$ cat src/clsu_queue.sv
// ----------------------------------------------------------------------------
// clsu_queue
// Two-entry queue between the classifier and the memory side.
// ----------------------------------------------------------------------------
`default_nettype none

module clsu_queue #(
  parameter int W = 8
) (
  input  logic         clk,
  input  logic         rst_n,
  input  logic         push,
  input  logic [W-1:0] push_data,
  output logic         full,
  input  logic         pop,
  output logic         pop_valid,
  output logic [W-1:0] pop_data
);

  logic [W-1:0] slot_r [2];
  logic         wr_ptr_r;
  logic         rd_ptr_r;
  logic [1:0]   count_r;

  assign full      = (count_r == 2'd2);
  assign pop_valid = (count_r != 2'd0);
  assign pop_data  = slot_r[rd_ptr_r];

  // pointers and fill level
  always_ff @(posedge clk) begin
    if (!rst_n) begin
      wr_ptr_r <= 1'b0;
      rd_ptr_r <= 1'b0;
      count_r  <= 2'd0;
    end else begin
      if (push) wr_ptr_r <= !wr_ptr_r;
      if (pop)  rd_ptr_r <= !rd_ptr_r;
      case ({push, pop})
        2'b10:   count_r <= count_r + 2'd1;
        2'b01:   count_r <= count_r - 2'd1;
        default: ;
      endcase
    end
  end

  // entry storage
  always_ff @(posedge clk) begin
    if (push) slot_r[wr_ptr_r] <= push_data;
  end

endmodule

`default_nettype wire

$ cat config.mk
export PLATFORM = sky130hd
export DESIGN_NAME = clsu_queue
export DESIGN_NICKNAME = d
export VERILOG_FILES = /design/src/clsu_queue.sv
export SDC_FILE = /design/constraint.sdc
export NUM_CORES = 1
export LEC_CHECK = 0
export BUFFER_PORTS_ARGS = -buffer_cell sky130_fd_sc_hd__buf_2
export CORE_ASPECT_RATIO = 2
export CORE_MARGIN = 2
export CORE_UTILIZATION = 25
export CTS_CLUSTER_SIZE = 14
export DETAILED_ROUTE_END_ITERATION = 7
export GPL_TIMING_DRIVEN = 0
export MAX_ROUTING_LAYER = met4
export PLACE_DENSITY_LB_ADDON = 0.12
export REMOVE_ABC_BUFFERS = 1
export SLEW_MARGIN = 20
export SYNTH_ARGS = -nofsm -noshare
export SYNTH_HDL_FRONTEND = slang
export SYNTH_SLANG_ARGS = --single-unit
$ cat constraint.sdc
create_clock -name clk -period 1.4 [get_ports clk]
set_input_delay 0.42 -clock clk [delete_from_list [all_inputs] [get_ports clk]]
set_output_delay 0.42 -clock clk [all_outputs]
set_load 0.1 [all_outputs]
==> results of run 1 <==
-- layout by cell type, fill, tap and decap left out --
cell type,netlist,final
o21a_1,1,1
buf_2,1,11
dfxtp_2,0,1
dfxtp_1,5,2
xnor2_1,2,2
nor2_1,1,1
xor2_1,1,1
edfxtp_1,16,16
and2_1,4,4
and2b_2,1,1
mux2_4,0,8
ha_1,1,1
or2_4,0,1
dfxtp_4,0,2
clkbuf_1,0,1
inv_1,1,1
or3_1,1,1
buf_12,0,10
buf_4,0,2
nor2b_1,1,1
a21boi_1,1,1
clkbuf_8,0,3
o21ai_0,1,1
-- layer usage --
metal | global-route usage | share of wire
met5 | - | 0
met4 | 0.0661 | 0.024
met3 | 0.0173 | 0.049
met2 | 0.151 | 0.56
met1 | 0.0837 | 0.36
-- kinds of logic (layout without fill, tap and decap cells) --
logic type | after synthesis | count (layout)
DFF | 21 | 21
and+or+nand+nor | 9 | 9
muxes | 8 | 8
AOI/OAI and AO/OA | 3 | 3
xor gates and xnor gates | 3 | 3
buffers and inverters | 2 | 28
adders and majority gates | 1 | 1
-- per-stage QoR --
step | setup TNS [ns] | instances | worst slack, ns
floorplan | -0.421 | 46 | -0.0526
global placement | -3.56 | 98 | -0.264
detailed placement | -3.64 | 98 | -0.272
CTS | -1.94 | 103 | -0.247
global route | -2.20 | 104 | -0.266
finish | -1.80 | 104 | -0.225
-- worst paths after layout --
kind | from | to | slack [ns] | depth (start not counted)
setup / recovery | register | pop_data[0] | -0.23 | 2
hold / removal | push_data[4] | slot_r[0][4] | 0.36 | 1
setup reg to reg | wr_ptr_r | slot_r[0][7] | 0.13 | 1
hold reg to reg | rd_ptr_r | register | 0.58 | 2
-- layout make-up --
type / count / area, um^2
multi-input combinational: 24 / 238
clock buffer: 4 / 45.0
tap: 31 / 38.8
timing repair buffer: 23 / 270
inverter: 1 / 3.75
fill: 317 / 1940
sequential: 21 / 589
-- power by group --
part / switching [W] / internal (W)
clock network: 0.000182 / 0.000202
registers: 0.0000269 / 0.000716
logic: 0.000328 / 0.000222
-- Yosys cell counts (all sizes together) --
cell / count / area share
edfxtp: 16 / 0.60
mux2: 8 / 0.11
dfxtp: 5 / 0.13
and2: 4 / 0.031
xnor2: 2 / 0.022
a21boi: 1 / 0.0095
and2b: 1 / 0.011
buf: 1 / 0.0063
ha: 1 / 0.016
inv: 1 / 0.0047
nor2: 1 / 0.0047
nor2b: 1 / 0.0079
o21a: 1 / 0.0095
o21ai: 1 / 0.0063
or2: 1 / 0.0079
or3: 1 / 0.0079
xor2: 1 / 0.011
-- flip-flops by register name, indices dropped and copies added (netlist names), named ones only --
register / flops
rd_ptr_r: 1
slot_r: 16
count_r: 2
wr_ptr_r: 1
-- timing repair --
item                       4_1_cts  5_1_grt
setup buffers                    1        1
hold buffers                     0        0
resized for setup               54        0
setup endpoints to repair       10       10
pin swaps                        0        0
-- critical path, cell delays in order (launching register included) --
cell and delay [ns]:
dfxtp_4 0.44, mux2_4 0.34, buf_12 0.17
==> metrics.md, run 1 <==
| Metric | Value |
|---|---|
| Half-perimeter wire length after placement | `969 um` |
| Mean instance size in the synthesized netlist | `16.9 um^2` |
| Distinct cell type count of the synthesized netlist | `17` |
| Final hold slack | `0.355 ns` |
| Number of global-route vias before repair | `513` |
| Required time of the worst setup path | `about 0.98 ns` |
| Share of the synthesized netlist area taken by xor and xnor gates | `0.0331` |
| Clock tree from TritonCTS | `yes` |
| Simple-gate share of the synthesized area | `0.0709` |
| # H-tree levels | `1` |
| Adder-cell share of the synthesized area | `0.0157` |
| Global routing usage summed across all routing layers | `0.0895` |
| Synthesized-area fraction occupied by ao, oa, aoi and oai cells | `0.0252` |
| Ratio of cells with drive above 1 in the final layout | `0.534` |
| Fraction of synthesized area in multiplexers | `0.113` |
| Max FO, Critical Path | `8` |
| Antenna violations before repair | `0` |
| CTS Root Buffer Type | `clkbuf_8` |
| Setup WS post-layout | `-0.225 ns` |
| Number of vias per cell | `4.35` |
| Violations in the final reports | `setup timing` |
| Pin count of the biggest net entering global routing | `12` |
| Outcome | `finished, violations left` |
| Share of the core filled with cells in the final layout | `0.380` |
| Synth warn | `0` |
| Share of the clock period used by the worst path | `1.16` |
| Net count, final | `87` |
| Signal arrival time at the worst endpoint | `between 1 and 1.5 ns` |
| DIE AREA | `0.00367 mm^2` |
| Setup violators final | `10` |
| Clock skew after layout | `0.00155 ns` |
| Worst-case headroom to the max-slew limit | `0.499` |
| Endpoints failing hold | `0` |
| Final estimated routing congestion in global placement | `0.586` |
| Remaining antenna violation count | `0` |
| PwrDens | `about 1400 mW/mm^2` |
| Number of iterations in the first detailed-routing pass | `2` |
| Wire length of the first global-routing pass | `roughly 2300 um` |
| Violation count after the first detailed-route iteration | `7` |
| Worst min path class | `input port to register` |
| Clock buffers created by TritonCTS | `3` |
| Combinational family with the most area after synthesis | `multiplexers` |
| Final std cell area, no fill | `0.00118 mm^2` |
| Critical path start-end classification | `register to output pin` |
| Worst-skew pair later-pin latency | `0.25 ns` |
| Capturing element type of the critical path | `output pin` |
| Max-cap viol count | `0` |
| Final routed wirelength across all metal layers | `1360 um` |
| Seq cells post-synth | `21` |
| DR WL/cell | `13.1 um` |
| Area of the placeable core | `around 0.0031 mm^2` |
| GRT overflow | `0` |
| Slew at the pin closest to its max-slew limit | `0.749 ns` |
| Peak VDD IR | `0.659 mV` |
| Number of design rule violations left after detail routing | `0` |
| Setup crit start kind | `register` |
| Die Span Y | `83.7 um` |
| Post-layout minimum cycle time | `about 1.6 ns` |
| Clock-pin slew of the registers on the worst-case setup and hold paths | `0.07 ns` |
| Core Rows | `29` |
| Sequential element share of the synthesized area | `0.731` |
| Unrepaired setup endpoints after global routing | `true` |
| Antenna Diode Count | `0` |
| Total Power | `~0.0017 W` |
| Chip Width | `43.9 um` |
| Total I/O pin count | `22` |
| Synth-to-layout area growth | `49.1%` |
| Synthesized netlist cell count | `47` |
| LEAKAGE | `0.476 nW` |
| Count of vias placed by the detailed router | `452` |
| Highest attainable clock frequency | `between 600 and 700 MHz` |
| Starting utilization of the core area | `0.255` |
| Buffer levels on the longest clock path | `2` |
| Pins over their slew limit | `0` |
| Syn Std Cell Area | `795 um^2` |
| Clock tree sinks | `21` |
| Port Buffer Count | `21` |
| Total placed instance area | `933 um^2` |
Note: power is estimated with default switching activity, not from simulation.
==> run 2: changes to the inputs <==
--- a/config.mk
+++ b/config.mk
@@ -6,9 +6,8 @@
 export NUM_CORES = 1
 export LEC_CHECK = 0
 export BUFFER_PORTS_ARGS = -buffer_cell sky130_fd_sc_hd__buf_2
-export CORE_ASPECT_RATIO = 2
 export CORE_MARGIN = 2
-export CORE_UTILIZATION = 25
+export CORE_UTILIZATION = 44
 export CTS_CLUSTER_SIZE = 14
 export DETAILED_ROUTE_END_ITERATION = 7
 export GPL_TIMING_DRIVEN = 0
==> metrics.md, run 2 (synthesis results as in run 1) <==
| Metric | Value |
|---|---|
| Outcome | `finished, violations left` |
| Violations in the final reports | `setup timing` |
| Final estimated routing congestion in global placement | `0.598` |
| Die Span Y | `46.5 um` |
| Clock-pin slew of the registers on the worst-case setup and hold paths | `approximately 0.1 ns` |
| Clock tree from TritonCTS | `yes` |
| Critical path start-end classification | `register to output pin` |
| Unrepaired setup endpoints after global routing | `true` |
| Worst min path class | `input port to register` |
| Number of iterations in the first detailed-routing pass | `2` |
| Post-route insts no fill | `between 90 and 100` |
| Number of global-route vias before repair | `445` |
| Half-perimeter wire length after placement | `approximately 830 um` |
| Crit-path slowest cell | `dfxtp_4` |
| Starting utilization of the core area | `0.465` |
| Wire length of the first global-routing pass | `1860 um` |
| Worst-case headroom to the max-slew limit | `0.483` |
| Setup crit start kind | `register` |
| Ratio of cells with drive above 1 in the final layout | `0.528` |
| Chip Width | `46.5 um` |
| Setup violators final | `10` |
| Antenna Diode Count | `0` |
| Internal power contribution | `around 0.0010 W` |
| Remaining antenna violation count | `0` |
| Buf/Inv on CP | `1` |
| Peak VDD IR | `approximately 0.72 mV` |
| Busiest metal layer after global routing | `met2` |
| Capturing element type of the critical path | `output pin` |
| Number of placed cells counting well taps | `about 90` |
| Area of all sequential standard cells | `587 um^2` |
| Count of vias placed by the detailed router | `446` |
| Commonest non-fill, non-tap cells in the layout | `edfxtp_1 (16), buf_2 (11), buf_12 (10)` |
| DR WL/cell | `12.5 um` |
| Pin count of the biggest net entering global routing | `12` |
| Max FO, Critical Path | `8` |
| Met1 global-route usage | `0.152` |
| Post-layout minimum cycle time | `between 1.5 and 2 ns` |
| Final routed wirelength across all metal layers | `around 1200 um` |
| PwrDens | `1350 mW/mm^2` |
| Antenna violations before repair | `0` |
| Reg-to-reg slack, setup | `0.11 ns` |
| Signal arrival time at the worst endpoint | `1.25 ns` |
| Leading registers by flop count | `slot_r x16, count_r x2` |
| GRT met2 Usage | `0.214` |
| Most common library cell in the layout ignoring fill and taps | `edfxtp_1` |
| Sw Share | `0.328` |
| Pins over their slew limit | `0` |
| Port Buffer Count | `21` |
| Violation count after the first detailed-route iteration | `5` |
| Core Rows | `15` |
| Multi-input gate area in the final layout | `about 240 um^2` |
| Number of flip-flops under the largest register name | `16` |
| Worst-skew pair later-pin latency | `between 0.2 and 0.3 ns` |
| Share of power burned in combinational logic | `0.351` |
| LEAKAGE | `0.463 nW` |
| Slew at the pin closest to its max-slew limit | `approximately 0.77 ns` |
| Required time of the worst setup path | `0.98 ns` |
| CTS Root Buffer Type | `clkbuf_4` |
| Setup WS post-layout | `-0.266 ns` |
| Share of the clock period used by the worst path | `1.19` |
| Clock tree sinks | `21` |
| Largest reg by FF count | `slot_r` |
| GRT overflow | `0` |
| Met3 global-route usage | `0.0588` |
| Clock group share of total power | `0.171` |
| Flop pwr share | `0.478` |
| Net count, final | `86` |
| Clock buffers created by TritonCTS | `3` |
| Area of the placeable core | `0.00171 mm^2` |
| Total I/O pin count | `22` |
| Final hold slack | `approximately 0.31 ns` |
| DIE AREA | `0.00216 mm^2` |
| Synth-to-layout area growth | `44.6%` |
| Max incr delay on CP | `0.45 ns` |
| # H-tree levels | `1` |
| Fill cells | `128` |
| Cell breakdown of the critical path | `mux2_4 > buf_12` |
| Number of design rule violations left after detail routing | `0` |
| Global routing usage summed across all routing layers | `0.136` |
| Highest attainable clock frequency | `600 MHz` |
| Clock skew after layout | `0.00365 ns` |
| Number of vias per cell | `4.60` |
| Buffer levels on the longest clock path | `2` |
| Max-cap viol count | `0` |
| Endpoints failing hold | `0` |
| CTS Hold Bufs | `0` |
| Crit-path leading delay family | `flip-flops` |
| Switch Pwr | `0.000510 W` |
==> run 2: changes by cell type in the layout (fill, tap and decap cells not counted), sizes merged <==
cell / previous run / this run
buf: 23 / 22
==> run 2: final cells by class <==
class                   count  area share
well taps                  25      0.0272
flip-flops and latches     21       0.511
inverters                   1     0.00327
multi-input cells          24       0.207
repair buffers             22       0.229
clock buffers               4      0.0229
==> run 2: metal layers <==
layer | wire [um] | vias up
met5 | 0 | -
met4 | 0 | 0
met3 | 58 | 0
met2 | 611 | 14
met1 | 541 | 210
li1 | - | 222
==> run 2: repair_timing <==
action	CTS	global route
buffers inserted	1	0
resized for setup	53	0
pin swaps	1	0
hold endpoints to repair	0	0
setup endpoints to repair	10	10
==> run 2: per-stage QoR <==
| step | total power (W) | instance area [um^2] | utilization | worst slack [ns] | TNS (ns) |
|---|---|---|---|---|---|
| 2_1_floorplan | 0.00108 | 790 | - | -0.0526 | -0.421 |
| 3_3_place_gp | 0.00114 | 926 | 0.542 | -0.223 | -2.85 |
| 3_5_place_dp | 0.00114 | 926 | 0.542 | -0.229 | -3.17 |
| 4_1_cts | 0.00157 | 1150 | 0.673 | -0.287 | -2.38 |
| 5_1_grt | 0.00163 | 1150 | 0.673 | -0.331 | -2.84 |
| 6_report | 0.00155 | 1150 | 0.673 | -0.266 | -2.21 |
==> run 2: final timing paths <==
| path | from | end | depth (start not counted) |
|---|---|---|---|
| worst max-delay path | register | pop_data[6] | 2 |
| worst min register to register | count_r[1] | count_r[1] | 2 |
| worst max register to register | wr_ptr_r | slot_r[0][3] | 1 |
| worst min-delay path | push_data[5] | slot_r[0][5] | 1 |
==> run 2: power by group through the flow <==
stage                     clock network, W  registers (W)  logic, W
after floorplan                          0       0.000744  0.000335
after global placement                   0       0.000750  0.000387
after detailed placement                 0       0.000751  0.000391
after CTS                         0.000283       0.000742  0.000545
after global routing              0.000318       0.000747  0.000563
final                             0.000266       0.000742  0.000545
