**src/clsu_pkg.sv**
```systemverilog
// ----------------------------------------------------------------------------
// clsu_pkg
// Shared types, codes and helpers of the checked load/store unit.
// ----------------------------------------------------------------------------
`default_nettype none

package clsu_pkg;

  localparam int ADDR_W     = 32;
  localparam int DATA_W     = 32;
  localparam int CMD_W      = 3;
  localparam int STATUS_W   = 2;
  localparam int SIZE_W     = 17;
  localparam int CFG_IDX_W  = 2;
  localparam int CFG_DATA_W = 32;

  // register indexes of the configuration port
  localparam logic [CFG_IDX_W-1:0] REG_MEM_BASE = 2'd0;
  localparam logic [CFG_IDX_W-1:0] REG_MEM_SIZE = 2'd1;

  // register reset values
  localparam logic [ADDR_W-1:0] BASE_RESET = 32'h8000_0000;
  localparam logic [SIZE_W-1:0] SIZE_RESET = 17'h1_0000;

  typedef enum logic [CMD_W-1:0] {
    CMD_LB  = 3'd0,
    CMD_LH  = 3'd1,
    CMD_LW  = 3'd2,
    CMD_LBU = 3'd3,
    CMD_LHU = 3'd4,
    CMD_SB  = 3'd5,
    CMD_SH  = 3'd6,
    CMD_SW  = 3'd7
  } cmd_t;

  typedef enum logic [STATUS_W-1:0] {
    ST_OK     = 2'd0,
    ST_BOUNDS = 2'd1,
    ST_ALIGN  = 2'd2
  } status_t;

  // classified access, carried from front to back
  typedef struct packed {
    cmd_t    cmd;
    status_t status;
  } ctrl_t;

  // index of the last byte lane touched by an access (bytes minus one)
  function automatic logic [1:0] last_lane(cmd_t cmd);
    logic [1:0] lane;
    case (cmd)
      CMD_LB, CMD_LBU, CMD_SB: lane = 2'd0;
      CMD_LH, CMD_LHU, CMD_SH: lane = 2'd1;
      default:                 lane = 2'd3;
    endcase
    return lane;
  endfunction

  function automatic logic is_store(cmd_t cmd);
    return (cmd == CMD_SB) || (cmd == CMD_SH) || (cmd == CMD_SW);
  endfunction

endpackage

`default_nettype wire

```
**src/clsu_in_if.sv**
```systemverilog
// ----------------------------------------------------------------------------
// clsu_in_if
// Request channel: one load or store per transfer.
// ----------------------------------------------------------------------------
`default_nettype none

interface clsu_in_if;
  logic                          valid;
  logic                          ready;
  logic [clsu_pkg::CMD_W-1:0]    cmd;
  logic [clsu_pkg::ADDR_W-1:0]   address;
  logic [clsu_pkg::DATA_W-1:0]   store_data;

  modport source (output valid, output cmd, output address, output store_data,
                  input ready);
  modport sink   (input valid, input cmd, input address, input store_data,
                  output ready);
endinterface

`default_nettype wire

```
**src/clsu_cfg_if.sv**
```systemverilog
// ----------------------------------------------------------------------------
// clsu_cfg_if
// Configuration write channel: register index and write data.
// ----------------------------------------------------------------------------
`default_nettype none

interface clsu_cfg_if;
  logic                             valid;
  logic                             ready;
  logic [clsu_pkg::CFG_IDX_W-1:0]   index;
  logic [clsu_pkg::CFG_DATA_W-1:0]  data;

  modport source (output valid, output index, output data, input ready);
  modport sink   (input valid, input index, input data, output ready);
endinterface

`default_nettype wire

```
**src/clsu_front.sv**
```systemverilog
// ----------------------------------------------------------------------------
// clsu_front
// Holds the window registers, accepts requests and classifies each one:
// bounds check without wrap, then alignment, plus the window offset.
// ----------------------------------------------------------------------------
`default_nettype none

module clsu_front #(
  parameter int MEM_BYTES = 65536
) (
  input  logic                  clk,
  input  logic                  rst_n,
  clsu_in_if.sink               in_ch,
  clsu_cfg_if.sink              cfg_ch,
  input  logic                  q_full,
  input  logic                  clearing,
  output logic                  push,
  output clsu_pkg::ctrl_t       push_ctrl,
  output logic [$clog2(MEM_BYTES)-1:0] push_off,
  output logic [clsu_pkg::DATA_W-1:0]  push_data
);

  localparam int OFF_W = $clog2(MEM_BYTES);
  localparam logic [33:0] CAP = 34'(MEM_BYTES);

  logic [clsu_pkg::ADDR_W-1:0] base_r, base_nxt;
  logic [clsu_pkg::SIZE_W-1:0] size_r, size_nxt;
  logic [33:0]                 end_r, end_nxt;

  logic [32:0]     diff;
  logic [33:0]     last;
  logic [1:0]      lane;
  clsu_pkg::cmd_t  cmd;

  // window size saturated at the physical store
  function automatic logic [33:0] eff_size(logic [clsu_pkg::SIZE_W-1:0] size);
    logic [33:0] s;
    s = 34'(size);
    return (s > CAP) ? CAP : s;
  endfunction

  // register writes; window end kept precomputed
  always_comb begin
    base_nxt = base_r;
    size_nxt = size_r;
    if (cfg_ch.valid) begin
      case (cfg_ch.index)
        clsu_pkg::REG_MEM_BASE: base_nxt = cfg_ch.data;
        clsu_pkg::REG_MEM_SIZE: size_nxt = cfg_ch.data[clsu_pkg::SIZE_W-1:0];
        default: ;
      endcase
    end
    end_nxt = {2'b00, base_nxt} + eff_size(size_nxt);
  end

  assign cfg_ch.ready = 1'b1;

  always_ff @(posedge clk) begin
    if (!rst_n) begin
      base_r <= clsu_pkg::BASE_RESET;
      size_r <= clsu_pkg::SIZE_RESET;
      end_r  <= {2'b00, clsu_pkg::BASE_RESET} + eff_size(clsu_pkg::SIZE_RESET);
    end else begin
      base_r <= base_nxt;
      size_r <= size_nxt;
      end_r  <= end_nxt;
    end
  end

  // classify the request
  always_comb begin
    cmd  = clsu_pkg::cmd_t'(in_ch.cmd);
    lane = clsu_pkg::last_lane(cmd);
    diff = {1'b0, in_ch.address} - {1'b0, base_r};
    last = {2'b00, in_ch.address} + 34'(lane) + 34'd1;

    push_ctrl.cmd = cmd;
    if (diff[32] || (last > end_r)) begin
      push_ctrl.status = clsu_pkg::ST_BOUNDS;
    end else if ((lane == 2'd1 && in_ch.address[0]) ||
                 (lane == 2'd3 && in_ch.address[1:0] != 2'b00)) begin
      push_ctrl.status = clsu_pkg::ST_ALIGN;
    end else begin
      push_ctrl.status = clsu_pkg::ST_OK;
    end
  end

  assign push_off  = diff[OFF_W-1:0];
  assign push_data = in_ch.store_data;

  // take a request while the queue has room and memory is not being cleared
  assign in_ch.ready = !q_full && !clearing;
  assign push        = in_ch.valid && in_ch.ready;

endmodule

`default_nettype wire

```
**src/flat_wrapper.sv**
```systemverilog
// flat-port wrapper written by rule: the top's interface ports become plain ports
module clsu_front_flat 
#(
  parameter int MEM_BYTES = 65536
)
  (clk, rst_n, q_full, clearing, push, push_ctrl, push_off, push_data, in_ch_valid, in_ch_cmd, in_ch_address, in_ch_store_data, in_ch_ready, cfg_ch_valid, cfg_ch_index, cfg_ch_data, cfg_ch_ready);
  clsu_in_if in_ch_i ();
  clsu_cfg_if cfg_ch_i ();
  input  logic clk;
  input  logic rst_n;
  input  logic q_full;
  input  logic clearing;
  output logic push;
  output clsu_pkg::ctrl_t push_ctrl;
  output logic [$clog2(MEM_BYTES)-1:0] push_off;
  output logic [clsu_pkg::DATA_W-1:0] push_data;
  input wire logic [$bits(in_ch_i.valid)-1:0] in_ch_valid;
  input wire logic [$bits(in_ch_i.cmd)-1:0] in_ch_cmd;
  input wire logic [$bits(in_ch_i.address)-1:0] in_ch_address;
  input wire logic [$bits(in_ch_i.store_data)-1:0] in_ch_store_data;
  output wire logic [$bits(in_ch_i.ready)-1:0] in_ch_ready;
  input wire logic [$bits(cfg_ch_i.valid)-1:0] cfg_ch_valid;
  input wire logic [$bits(cfg_ch_i.index)-1:0] cfg_ch_index;
  input wire logic [$bits(cfg_ch_i.data)-1:0] cfg_ch_data;
  output wire logic [$bits(cfg_ch_i.ready)-1:0] cfg_ch_ready;
  assign in_ch_i.valid = in_ch_valid;
  assign in_ch_i.cmd = in_ch_cmd;
  assign in_ch_i.address = in_ch_address;
  assign in_ch_i.store_data = in_ch_store_data;
  assign in_ch_ready = in_ch_i.ready;
  assign cfg_ch_i.valid = cfg_ch_valid;
  assign cfg_ch_i.index = cfg_ch_index;
  assign cfg_ch_i.data = cfg_ch_data;
  assign cfg_ch_ready = cfg_ch_i.ready;
  clsu_front #(.MEM_BYTES(MEM_BYTES)) u_core (.clk(clk), .rst_n(rst_n), .in_ch(in_ch_i), .cfg_ch(cfg_ch_i), .q_full(q_full), .clearing(clearing), .push(push), .push_ctrl(push_ctrl), .push_off(push_off), .push_data(push_data));
endmodule
```
**config.mk**
```make
export PLATFORM = sky130hd
export DESIGN_NAME = clsu_front_flat
export DESIGN_NICKNAME = d
export VERILOG_FILES = /design/src/clsu_pkg.sv /design/src/clsu_in_if.sv /design/src/clsu_cfg_if.sv /design/src/clsu_front.sv /design/src/flat_wrapper.sv
export SDC_FILE = /design/constraint.sdc
export NUM_CORES = 1
export LEC_CHECK = 0
export ABC_AREA = 1
export BUFFER_PORTS_ARGS = -buffer_cell sky130_fd_sc_hd__buf_2
export CAP_MARGIN = 20
export CORE_AREA = 2 2 125 127
export DETAILED_ROUTE_END_ITERATION = 16
export DIE_AREA = 0 0 127 129
export GPL_TIMING_DRIVEN = 0
export MAX_ROUTING_LAYER = met4
export PLACE_DENSITY = 0.82
export SLEW_MARGIN = 20
export SYNTH_ARGS = -nofsm -noshare
export SYNTH_HDL_FRONTEND = slang
export SYNTH_SLANG_ARGS = --single-unit
```
**constraint.sdc**
```tcl
create_clock -name clk -period 4.5 [get_ports clk]
set_clock_uncertainty 0.1 [all_clocks]
set_input_delay 0 -clock clk [delete_from_list [all_inputs] [get_ports clk]]
set_output_delay 0 -clock clk [all_outputs]
set_load 0.02 [all_outputs]
```
==> results <==
- The sink count of the clock tree is a little over 80.
- The final max-slew violation count came to 0.
- During synthesis, Yosys emitted a total of 0 warnings.
- For met1 alone, demand over resource in global routing was 40.7%.
- The initial standard-cell utilization of the core is a little under three fifths.
- The element type at the critical path end is an output port.
- The first global-routing pass estimated a little over 40 mm of wire.
- The tightest min-delay check is of the in2reg type.
- The layer flagged by global routing as most heavily used is met2.
- The most common cell after layout, fill and taps aside is sky130_fd_sc_hd__nand2_1.
- Compared with the post-synthesis result, the final layout area differs by 17.4%.
- The power per cell area is between 200 and 250 nW/um2.
- The repair_antennas step left the layout with diodes totalling 0.
- The initial antenna violation count came to 0.
- The die is about 130 um tall.
- The critical path startpoint category is an input pin.
- The share of layout cells above drive strength 1 is between 10% and 20%.
- The total number of vias is ~9500.
- The net switching share of the total power is a little under two fifths.
- The combinational share of power is between 30% and 40%.
- Entering global routing, the biggest net connects 15 pins.
- In this run, synthesis produced a sequential element count of 82.
- TritonCTS built the clock tree.
- Along the worst path, the maximum fanout reaches 5.
- The worst path required time is about 4.4 ns.
- When the netlist entered floorplanning its net count stood at 1633.
- The number of distinct library cells after synthesis is between 40 and 50.
- By area, the combinational part of the netlist is dominated by simple AND/OR/NAND/NOR gates.
- The synthesized netlist devotes 13.1% of its cell area to adder and majority cells.
- The clock passes through at most 2 buffers.
- The total length of routed wires is 26.0 mm.
- Port buffering added about 130 buffers.
- The floorplan has between 40 and 50 rows.
- The transition time of the tightest slew-check pin is approximately 0.77 ns.
- The die width is approximately 130 um.
- For this run, the top clock speed supported by timing is approximately 240 MHz.
- After Yosys synthesis, and, or, nand and nor cells account for 34.4% of the synthesized area.
- In the final routed layout, each cell accounts on average for between 10 and 15 um.
- The hold-critical path endpoint is u_core.base_r[26]$_SDFF_PN0_.
- The number of global-route vias before repair is 8657.
- The time the final worst path needs with I/O delays and setup is 4.18 ns.
- The global-route total usage across every layer is approximately 32%.
- The synthesized netlist occupies a cell area of around 8600 um2.
- In the routed layout, each cell is associated on average with a via count of between 5 and 6.
- Timing analysis after detailed placement gives a worst setup slack of -0.0442 ns.
- The met2 global-route usage is a little over half.
- The area of the die is approximately 16000 um2.
- The endpoint arrival time on the critical path is just over 4 ns.
- Cells fill slightly below 70% of the core in the end.
- The total congestion overflow is 0.
- The clock group share of total power is 30.1%.
- The depth of the worst register-to-register path is 25.
- The tree is rooted in a sky130_fd_sc_hd__clkbuf_16.
- The length of the first detailed-routing pass in iterations is 6.
- The multiplexer share of the synthesized area is less than 1%.
- In this run the power spent charging and discharging nets is 0.860 mW.
- Once detailed placement completed, the half-perimeter wirelength came to ~22 mm.
- In this run, flip-flops and latches consume about a third of the power.
- Setup violations remaining at the end of the flow were counted as 0.
- Clock-pin slew was measured on the worst setup and hold paths at around 0.060 ns.
- The fraction of the mapped netlist area in compound gates is a little over an eighth.
- After Yosys synthesis, XOR and XNOR cells account for 4.05% of the synthesized area.
- Routability-driven placement finished with a final weighted congestion of between 0.9 and 1.
- The area of the core is roughly 15000 um2.
- The met3 usage is between 3 and 4%.
- The average size of a mapped cell is 5.97 um2.
- In this run the static leakage power is between 5 and 6 nW.
- In this run the critical register-to-register path is captured at u_core.end_r[30]$_SDFF_PN0_.
- The startpoint of the worst-slack reg-to-reg timing path is u_core.size_r[14]$_SDFF_PN0_.
- After layout, the worst path uses 93.0% of the clock period.
- The cell count after synthesis came out at 1438.
- Leaving out fill and tap cells, the most frequent cells in the layout are 354 x sky130_fd_sc_hd__nand2_1, 252 x sky130_fd_sc_hd__inv_1, 189 x sky130_fd_sc_hd__nor2_1.
- Measured against its own limit, the worst slew margin works out to roughly 48%.
- For flop-to-flop paths, the worst setup slack is a little under 0.7 ns.
- The TritonCTS buffer count is 9.
- Max-cap violations in this run came to 0.
- The share of synthesized area occupied by flip-flops and latches is between 10% and 20%.
- After the last flow step, the layout net total stands at 1797.
- The internal power consumption is around 1.5 mW.
- After detailed routing, the number of remaining DRC violations is 0.
- The top-level I/O count is between 150 and 200.
- The latest clock arrival within the worst-skew pair is between 0.3 and 0.4 ns.
- In the post-route analysis, the smallest setup slack over all paths is 0.316 ns.
- The number of failing hold endpoints at the final stage is 0.
- Across the VDD grid, the largest voltage drop is around 250 uV.
- The worst hold path begins at cfg_ch_data[26].
- For this block, the initial DRC count from the detailed router was 672.
- The type of the worst setup path is in2out.
- The flow ran to the end, and the final reports show no timing, DRC or antenna violations.
- The detail route stage leaves a number of antenna-violating nets equal to 0.
- The cell depth of the worst min-delay path is 3.
- The depth of the CTS H-tree is 3.
-- worst max-delay path: stages --
cell                      delay, ns
sky130_fd_sc_hd__buf_2         0.10
sky130_fd_sc_hd__inv_1         0.07
sky130_fd_sc_hd__o21ai_0       0.07
sky130_fd_sc_hd__o21ai_1       0.11
sky130_fd_sc_hd__nand2_1       0.12
sky130_fd_sc_hd__ha_2          0.22
sky130_fd_sc_hd__fa_2          0.45
sky130_fd_sc_hd__xor2_2        0.26
sky130_fd_sc_hd__nand3_1       0.15
sky130_fd_sc_hd__inv_1         0.12
sky130_fd_sc_hd__nand3_2       0.16
sky130_fd_sc_hd__nor2_1        0.20
sky130_fd_sc_hd__nand2_2       0.15
sky130_fd_sc_hd__nor2_4        0.18
sky130_fd_sc_hd__xor2_1        0.23
sky130_fd_sc_hd__inv_1         0.08
sky130_fd_sc_hd__ha_1          0.30
sky130_fd_sc_hd__nand3_1       0.11
sky130_fd_sc_hd__nor2_1        0.16
sky130_fd_sc_hd__inv_1         0.09
sky130_fd_sc_hd__a21oi_1       0.14
sky130_fd_sc_hd__o21ai_0       0.10
sky130_fd_sc_hd__nand3_1       0.11
sky130_fd_sc_hd__nand2_1       0.05
sky130_fd_sc_hd__nand2_1       0.13
sky130_fd_sc_hd__nor2_1        0.05
sky130_fd_sc_hd__buf_2         0.15
-- cell usage after synthesis, drive strengths merged --
cell,instances,area [um2]
a211oi,20,150
fa,3,60.1
clkinv,2,7.51
nor3b,2,15.0
nand2,363,1380
a21o,4,30.0
nand4,31,194
a31oi,2,12.5
a21boi,2,15.0
ha,85,1060
nand3b,2,15.0
a21oi,84,420
conb,1,3.75
mux2i,1,10.0
nor2,209,830
o22ai,1,6.26
or2,4,25.0
nor3,6,40.0
inv,254,953
and2,1,6.26
o211ai,1,7.51
buf,44,323
o21bai,7,52.6
clkbuf,12,45.0
xnor2,10,95.1
xor2,28,253
o21ai,86,430
nor4,4,25.0
nand3,80,420
o31ai,1,7.51
o21a,6,45.0
dfxtp,82,1640
-- sequential cells by signal (all words and copies together), names as in the netlist --
signal         count
u_core.base_r     32
u_core.end_r      33
u_core.size_r     17
-- worst max-delay path by stage --
stage,start,to,slack [ns]
6_report,in_ch_cmd[0],push_ctrl[1],0.32
5_1_grt,in_ch_cmd[0],push_ctrl[1],-0.00005
2_1_floorplan,in_ch_cmd[0],push_ctrl[1],0.78
3_3_place_gp,in_ch_cmd[2],push_ctrl[1],0.13
4_1_cts,in_ch_cmd[2],push_ctrl[1],0.06
3_5_place_dp,in_ch_cmd[2],push_ctrl[1],-0.04
-- power groups by stage --
stage               Combinational [mW]  Sequential (mW)  Clock, mW
floorplan                        0.555            0.792          0
detailed placement               0.802            0.796          0
global route                     0.933            0.783      0.728
global placement                 0.784            0.794          0
finish                           0.842            0.780      0.698
CTS                              0.823            0.780      0.699
-- area by class of cell --
cell class,instances,area (um2)
buffer,56,368
clock buffer,11,243
clock inverter,5,38.8
fill,1457,4900
inverter,256,961
multi-input combinational,1044,5710
sequential,82,1640
tap,188,235
timing repair buffer,153,878
-- timing repair --
| action | CTS | global route |
|---|---|---|
| resized for setup | 2 | 25 |
| hold buffers | 21 | 0 |
| endpoints found under the hold margin | 22 | 0 |
| setup buffers | 0 | 3 |
| cloned | 0 | 0 |
| pin swaps | 0 | 4 |
| endpoints found under the setup margin | 2 | 2 |
-- cell families after synthesis --
| group | count (synthesis) |
|---|---|
| xor+xnor | 38 |
| compound gates | 214 |
| flops | 82 |
| buf+inv | 312 |
| other cells | 1 |
| simple gates | 702 |
| mux | 1 |
| fa+ha+maj | 88 |
-- routing by layer --
metal | vias to the layer above | wire (um)
li1 | 4873 | -
met1 | 4298 | 11700
met2 | 317 | 12100
met3 | 50 | 1510
met4 | 0 | 651
met5 | - | 0
-- through the flow --
| step | instances | setup TNS [ns] | area (um2) | hold slack, ns | total power [mW] |
|---|---|---|---|---|---|
| 3_5_place_dp | 1755 | -0.0690 | 9460 | 0.118 | 1.60 |
| 2_1_floorplan | 1438 | 0 | 8580 | -0.0251 | 1.35 |
| 6_report | 1795 | 0 | 10100 | 0.00213 | 2.32 |
| 4_1_cts | 1792 | 0 | 9960 | 0.00903 | 2.30 |
| 5_1_grt | 1795 | -0.0000520 | 10100 | 0.0500 | 2.44 |
| 3_3_place_gp | 1755 | 0 | 9460 | 0.118 | 1.58 |
(Power assumes the default switching activity.)
